$ cat src/ipv6hv_pkg.sv
// constants, phase encoding and character class helpers for the ipv6 host validator
// no dependencies
package ipv6hv_pkg;

  localparam int unsigned PortWidth = 16;
  localparam logic [PortWidth-1:0] PortMax = 16'hFFFF;

  localparam logic [7:0] CharOpen  = 8'h5B;  // '['
  localparam logic [7:0] CharClose = 8'h5D;  // ']'
  localparam logic [7:0] CharColon = 8'h3A;  // ':'
  localparam logic [7:0] CharZero  = 8'h30;  // '0'
  localparam logic [7:0] CharNine  = 8'h39;  // '9'
  localparam logic [7:0] CharLowA  = 8'h61;
  localparam logic [7:0] CharLowF  = 8'h66;
  localparam logic [7:0] CharUpA   = 8'h41;
  localparam logic [7:0] CharUpF   = 8'h46;

  typedef enum logic [4:0] {
    PhOpen   = 5'b00001,
    PhInside = 5'b00010,
    PhClosed = 5'b00100,
    PhPort   = 5'b01000,
    PhBad    = 5'b10000
  } phase_e;

  function automatic logic is_dec(input logic [7:0] c);
    return (c >= CharZero) && (c <= CharNine);
  endfunction

  function automatic logic is_hex(input logic [7:0] c);
    return is_dec(c) || ((c >= CharLowA) && (c <= CharLowF)) ||
           ((c >= CharUpA) && (c <= CharUpF));
  endfunction

endpackage

$ cat src/ipv6_host_validator.sv
// top level of the bracketed ipv6 host validator: per-byte parser state and verdict register
// depends on ipv6hv_pkg

// Checks a host string of the form "[" hex-and-colons "]" with an optional ":port",
// one byte per item, and returns one verdict item on the byte marked end_of_string.
// Each byte updates the parser state by a single pass of
// logic at the input handshake, and the verdict goes into an output register that
// is held while the far side stalls. A new item is taken every cycle; input is
// stalled only when a verdict is waiting and the output side is stalling.
// After a verdict the parser is back in its reset state for the next string.
module ipv6_host_validator import ipv6hv_pkg::*; (
  input  logic       clk_i,
  input  logic       rst_ni,
  input  logic       in_valid_i,
  output logic       in_stall_o,
  input  logic [7:0] char_byte_i,
  input  logic       end_of_string_i,
  output logic       out_valid_o,
  input  logic       out_stall_i,
  output logic       host_ok_o
);

  phase_e                 phase_q, phase_d;
  logic                   prev_colon_q, prev_colon_d;
  logic                   dbl_colon_q, dbl_colon_d;
  logic                   any_colon_q, any_colon_d;
  logic [PortWidth-1:0]   port_value_q, port_value_d;
  logic                   port_digit_q, port_digit_d;
  logic                   out_valid_q, out_valid_d;
  logic                   host_ok_q, host_ok_d;

  logic                   in_accept;
  logic [3:0]             digit;
  logic [PortWidth+3:0]   port_sum;
  logic                   verdict;

  assign in_stall_o = out_valid_q && out_stall_i;
  assign in_accept  = in_valid_i && !in_stall_o;

  assign digit    = 4'(char_byte_i - CharZero);
  assign port_sum = (20'(port_value_q) * 20'd10) + 20'(digit);

  // next parser state for the incoming byte
  always_comb begin
    phase_d      = phase_q;
    prev_colon_d = prev_colon_q;
    dbl_colon_d  = dbl_colon_q;
    any_colon_d  = any_colon_q;
    port_value_d = port_value_q;
    port_digit_d = port_digit_q;
    unique case (phase_q)
      PhOpen: begin
        phase_d = (char_byte_i == CharOpen) ? PhInside : PhBad;
      end
      PhInside: begin
        if (char_byte_i == CharClose) begin
          phase_d = any_colon_q ? PhClosed : PhBad;
        end else if (char_byte_i == CharColon) begin
          // a run of three colons is a second pair
          if (prev_colon_q) begin
            if (dbl_colon_q) phase_d = PhBad;
            dbl_colon_d = 1'b1;
          end
          any_colon_d  = 1'b1;
          prev_colon_d = 1'b1;
        end else if (is_hex(char_byte_i)) begin
          prev_colon_d = 1'b0;
        end else begin
          phase_d = PhBad;
        end
      end
      PhClosed: begin
        phase_d = (char_byte_i == CharColon) ? PhPort : PhBad;
      end
      PhPort: begin
        if (is_dec(char_byte_i)) begin
          // saturate so that an oversized port stays rejected
          port_value_d = (port_sum > 20'(PortMax)) ? PortMax : port_sum[PortWidth-1:0];
          port_digit_d = 1'b1;
        end else begin
          phase_d = PhBad;
        end
      end
      default: phase_d = PhBad;
    endcase
  end

  assign verdict = (phase_d == PhClosed) ||
                   ((phase_d == PhPort) && port_digit_d &&
                    (port_value_d > 16'd1) && (port_value_d < PortMax));

  always_comb begin
    out_valid_d = out_valid_q;
    host_ok_d   = host_ok_q;
    if (in_accept && end_of_string_i) begin
      out_valid_d = 1'b1;
      host_ok_d   = verdict;
    end else if (!out_stall_i) begin
      out_valid_d = 1'b0;
    end
  end

  always_ff @(posedge clk_i or negedge rst_ni) begin
    if (!rst_ni) begin
      phase_q      <= PhOpen;
      prev_colon_q <= 1'b0;
      dbl_colon_q  <= 1'b0;
      any_colon_q  <= 1'b0;
      port_value_q <= '0;
      port_digit_q <= 1'b0;
      out_valid_q  <= 1'b0;
    end else begin
      out_valid_q <= out_valid_d;
      if (in_accept) begin
        if (end_of_string_i) begin
          phase_q      <= PhOpen;
          prev_colon_q <= 1'b0;
          dbl_colon_q  <= 1'b0;
          any_colon_q  <= 1'b0;
          port_value_q <= '0;
          port_digit_q <= 1'b0;
        end else begin
          phase_q      <= phase_d;
          prev_colon_q <= prev_colon_d;
          dbl_colon_q  <= dbl_colon_d;
          any_colon_q  <= any_colon_d;
          port_value_q <= port_value_d;
          port_digit_q <= port_digit_d;
        end
      end
    end
  end

  always_ff @(posedge clk_i) begin
    host_ok_q <= host_ok_d;
  end

  assign out_valid_o = out_valid_q;
  assign host_ok_o   = host_ok_q;

  // a final byte always leaves a verdict waiting
  a_eos_gives_verdict: assert property (@(posedge clk_i) disable iff (!rst_ni)
    (in_accept && end_of_string_i) |=> out_valid_q)
    else $error("final item did not produce a verdict");

  // a final byte puts the parser back to its reset state
  a_eos_resets_phase: assert property (@(posedge clk_i) disable iff (!rst_ni)
    (in_accept && end_of_string_i) |=> (phase_q == PhOpen))
    else $error("parser not reset after final item");

  // waiting for the opening bracket implies all tracking state is clear
  a_open_is_clean: assert property (@(posedge clk_i) disable iff (!rst_ni)
    (phase_q == PhOpen) |-> (!prev_colon_q && !dbl_colon_q && !any_colon_q &&
                             !port_digit_q && (port_value_q == '0)))
    else $error("stale state while waiting for opening bracket");

  // port digits only ever arrive in the port phase
  a_digit_in_port: assert property (@(posedge clk_i) disable iff (!rst_ni)
    port_digit_q |-> ((phase_q == PhPort) || (phase_q == PhBad)))
    else $error("port digit flag outside port phase");

  // input is held off only while a verdict is waiting
  a_stall_only_when_full: assert property (@(posedge clk_i) disable iff (!rst_ni)
    in_stall_o |-> out_valid_q)
    else $error("input stalled with no verdict waiting");

endmodule

$ cat config.mk
export PLATFORM = sky130hd
export DESIGN_NAME = ipv6_host_validator
export DESIGN_NICKNAME = d
export VERILOG_FILES = /design/src/ipv6hv_pkg.sv /design/src/ipv6_host_validator.sv
export SDC_FILE = /design/constraint.sdc
export NUM_CORES = 1
export LEC_CHECK = 0
export ABC_AREA = 1
export BUFFER_PORTS_ARGS = -buffer_cell sky130_fd_sc_hd__buf_2
export CORE_UTILIZATION = 50
export CTS_CLUSTER_DIAMETER = 120
export CTS_CLUSTER_SIZE = 40
export DETAILED_ROUTE_END_ITERATION = 16
export PLACE_DENSITY = 0.76
export REMOVE_ABC_BUFFERS = 1
export SYNTH_ARGS = -nofsm -noshare
export SYNTH_HDL_FRONTEND = slang
export SYNTH_SLANG_ARGS = --single-unit
$ cat constraint.sdc
create_clock -name clk_i -period 6.3 [get_ports clk_i]
set_input_delay 0.63 -clock clk_i [delete_from_list [all_inputs] [get_ports clk_i]]
set_output_delay 0.63 -clock clk_i [all_outputs]
set_load 0.05 [all_outputs]
==> impl_metrics.env <==
export IMPL_holdBufCountCts=0
export IMPL_rsz0062_at_grt="no"
export IMPL_grt_pass1_wl_mm=15.5
export IMPL_drive_gt1_share_pct=8.56
export IMPL_place_detailed_hpwl_mm=7.04
export IMPL_yosys_area_share_simple_pct=44.2
export IMPL_io_buffers=15
export IMPL_die_x_um=84
export IMPL_cts_made_buffers=3
export IMPL_worstPathRequired_ns=6.35
export IMPL_pwr_share_seq_pct=55.8
export IMPL_core_um2=6420
export IMPL_fmax_mhz=253
export IMPL_num_rows=29
export IMPL_synth_top_family_by_area="simple AND/OR/NAND/NOR gates"
export IMPL_drtAntennaViolNets=0
export IMPL_grt_antenna_before_repair=0
export IMPL_routed_wl_mm=8.68
export IMPL_cp_start_kind="register"
export IMPL_drv_cap=0
export IMPL_root_buffer="clkbuf_8"
export IMPL_drtPass1Iterations=5
export IMPL_ys_ff_latch=27
export IMPL_post_cts_buffers=0
export IMPL_die_area_um2=7060
export IMPL_hp_class="in -> async"
export IMPL_synth_fa_ha_area_share_pct=12.7
export IMPL_cp_end_kind="register"
export IMPL_synth_mux_area_share_pct=0
export IMPL_crit_arrival_ns=4.00
export IMPL_p_sw_share_pct=27.6
export IMPL_wl_per_cell_um=13.1
export IMPL_outcome="completed"
export IMPL_maxSlewViolCount=0
export IMPL_vdd_drop_max_uv=103
export IMPL_clk_latency_ns=0.28
export IMPL_worstSetupPathType="reg -> reg"
export IMPL_start_util_pct=52.3
export IMPL_cts_tree="yes"
export IMPL_grt_ovfl_total=0
export IMPL_synth_cell_types=32
export IMPL_synth_flop_cell="dfrtp_1"
export IMPL_grt_pass1_vias=3534
export IMPL_power_frac_comb_pct=13.0
export IMPL_leakage_nw=2.06
export IMPL_worst_pin_slew_ns=0.675
export IMPL_final_nets=631
export IMPL_finClkSkew_ns=0.00604
export IMPL_p_per_area_nw_per_um2=90.8
export IMPL_route_detailed_drc=0
export IMPL_grtUsageTotal_pct=26.7
export IMPL_netlist_instances=571
export IMPL_synth_edf_count=1
export IMPL_synth_warnings=0
export IMPL_intPower_mw=0.234
export IMPL_syn_avg_cell_area_um2=5.89
export IMPL_synth_xor_area_share_pct=1.04
export IMPL_pin_count=16
export IMPL_setup_viol=0
export IMPL_cp_max_fo=16
export IMPL_grt_max_degree=35
export IMPL_clkPwrFrac_pct=31.2
export IMPL_report_final_hold_viol_count=0
export IMPL_synth_sequential_area_ratio_pct=20.3
export IMPL_synth_compound_area_share_pct=8.89
export IMPL_cts_sinks=27
export IMPL_p_sw_mw=0.0890
export IMPL_num_vias=3565
export IMPL_gp_congestion=0.915
export IMPL_clk_pin_slew_ns=0.10
export IMPL_cts_buffer_depth=2
export IMPL_drt_iter0_markers=158
export IMPL_fin_tns_setup_ns=0
export IMPL_hold_slack_ns=0.349
export IMPL_htree_num_levels=1
export IMPL_dieHeight_um=84
export IMPL_synthArstFlopShare_pct=96.3
export IMPL_num_antenna_cells=0
export IMPL_period_share_pct=62.8
export IMPL_syn_cell_area_um2=3360
export IMPL_postCtsResizedCells=0
export IMPL_relSlewSlack_pct=54.9
export IMPL_via_per_inst=5.39
export IMPL_period_needed_ns=3.96
export IMPL_synthToLayoutAreaGrowth_pct=5.69
[through the flow]
step | power (mW) | util (%) | setup slack, ns | cell area, um^2 | std cells
3_3_place_gp | 0.224 | 54.6 | 2.50 | 3510 | 657
4_1_cts | 0.324 | 55.3 | 2.37 | 3550 | 661
2_1_floorplan | 0.208 | - | 2.85 | 3330 | 564
5_1_grt | 0.338 | 55.3 | 1.94 | 3550 | 661
6_report | 0.322 | 55.3 | 2.34 | 3550 | 661
3_5_place_dp | 0.225 | 54.6 | 2.38 | 3510 | 657
[power groups by stage]
stage	registers, mW	logic, mW	clock network, mW
floorplan	0.186	0.0219	0
global placement	0.183	0.0409	0
detailed placement	0.183	0.0415	0
CTS	0.180	0.0415	0.103
global route	0.180	0.0480	0.109
finish	0.180	0.0419	0.101
[kinds of logic after synthesis]
family,count (synthesis)
buffers and inverters,113
adders and majority gates,33
xor gates and xnor gates,4
AOI/OAI and AO/OA,51
and+or+nand+nor,343
DFF,27
[metal layers]
layer | track usage, % | vias up | wire (um)
met5 | 0 | - | 0
met4 | 11.4 | 0 | 355
met3 | 3.26 | 34 | 271
met2 | 46.6 | 81 | 4140
met1 | 33.0 | 1610 | 3910
li1 | - | 1840 | -
[sequential cells by signal, summed over array words and instances, names as in the netlist]
name,count
prev_colon_q,1
dbl_colon_q,1
port_digit_q,1
phase_q,5
any_colon_q,1
port_value_q,16
host_ok_o,1
out_valid_o,1
[worst max-delay path, cell delays in order (launching register included)]
cell     delay [ns]
dfrtp_1        0.45
ha_1           0.32
ha_1           0.25
inv_1          0.08
fa_1           0.45
nor2_1         0.18
nand4_1        0.14
nand2_1        0.12
nand3_2        0.13
nor2_4         0.15
nand2_2        0.10
nor2_4         0.13
nand3_1        0.09
nand2_1        0.07
nand2_1        0.08
nor2_4         0.34
nand2_1        0.10
nand2_1        0.12
nand2_1        0.07
inv_1          0.05
nand2_1        0.05
nor2_1         0.09
nand2_1        0.05
nand3_1        0.06
nand2_1        0.05
[synth_stat cells, types with 6 or more instances]
master | n | area (um^2)
nand3_1 | 37 | 185
ha_1 | 31 | 388
clkbuf_1 | 6 | 22.5
dfrtp_1 | 25 | 626
o21ai_0 | 6 | 30.0
nor3_1 | 6 | 30.0
nand2_2 | 10 | 62.6
a21oi_1 | 18 | 90.1
nor2_1 | 45 | 169
o22ai_1 | 19 | 119
nand2_1 | 210 | 788
nand4_1 | 10 | 62.6
inv_1 | 101 | 379
nor4_1 | 6 | 37.5
[placed cells by master (no fill, tap or decap), types with 6 or more instances in the layout]
| cell | netlist | layout |
|---|---|---|
| o22ai_1 | 19 | 19 |
| inv_1 | 101 | 101 |
| a21oi_1 | 18 | 18 |
| buf_2 | 0 | 15 |
| nand3_1 | 37 | 37 |
| nor2_1 | 45 | 45 |
| ha_1 | 31 | 31 |
| nand2_2 | 10 | 10 |
| nand4_1 | 10 | 10 |
| nor4_1 | 6 | 6 |
| o21ai_0 | 6 | 6 |
| nand2_1 | 210 | 210 |
| dfrtp_1 | 25 | 25 |
| nor3_1 | 6 | 6 |
[path summary, 6_finish.rpt]
| check | startpoint | end | slack (ns) | cells after the start |
|---|---|---|---|---|
| min | rst_ni | out_valid_o$_DFFE_PN0P_ | 0.35 | 1 |
| max | port_value_q[1]$_DFFE_PN0P_ | host_ok_o$_DFFE_PP_ | 2.34 | 24 |
| max reg2reg | port_value_q[1]$_DFFE_PN0P_ | host_ok_o$_DFFE_PP_ | 2.34 | 24 |
| min in group clk_i | out_valid_o$_DFFE_PN0P_ | out_valid_o$_DFFE_PN0P_ | 0.52 | 2 |
| min reg2reg | out_valid_o$_DFFE_PN0P_ | out_valid_o$_DFFE_PN0P_ | 0.52 | 2 |
| max in group asynchronous | rst_ni | port_value_q[2]$_DFFE_PN0P_ | 5.55 | 1 |
[area by class of cell]
class / instances / area [um^2]
Clock buffer: 3 / 41.3
Clock inverter: 1 / 5.00
Fill cell: 659 / 2870
Inverter: 106 / 398
Multi-Input combinational cell: 431 / 2250
Sequential cell: 27 / 682
Tap cell: 77 / 96.3
Timing Repair Buffer: 16 / 82.6
No activity file was read; power rests on OpenSTA's default activity.
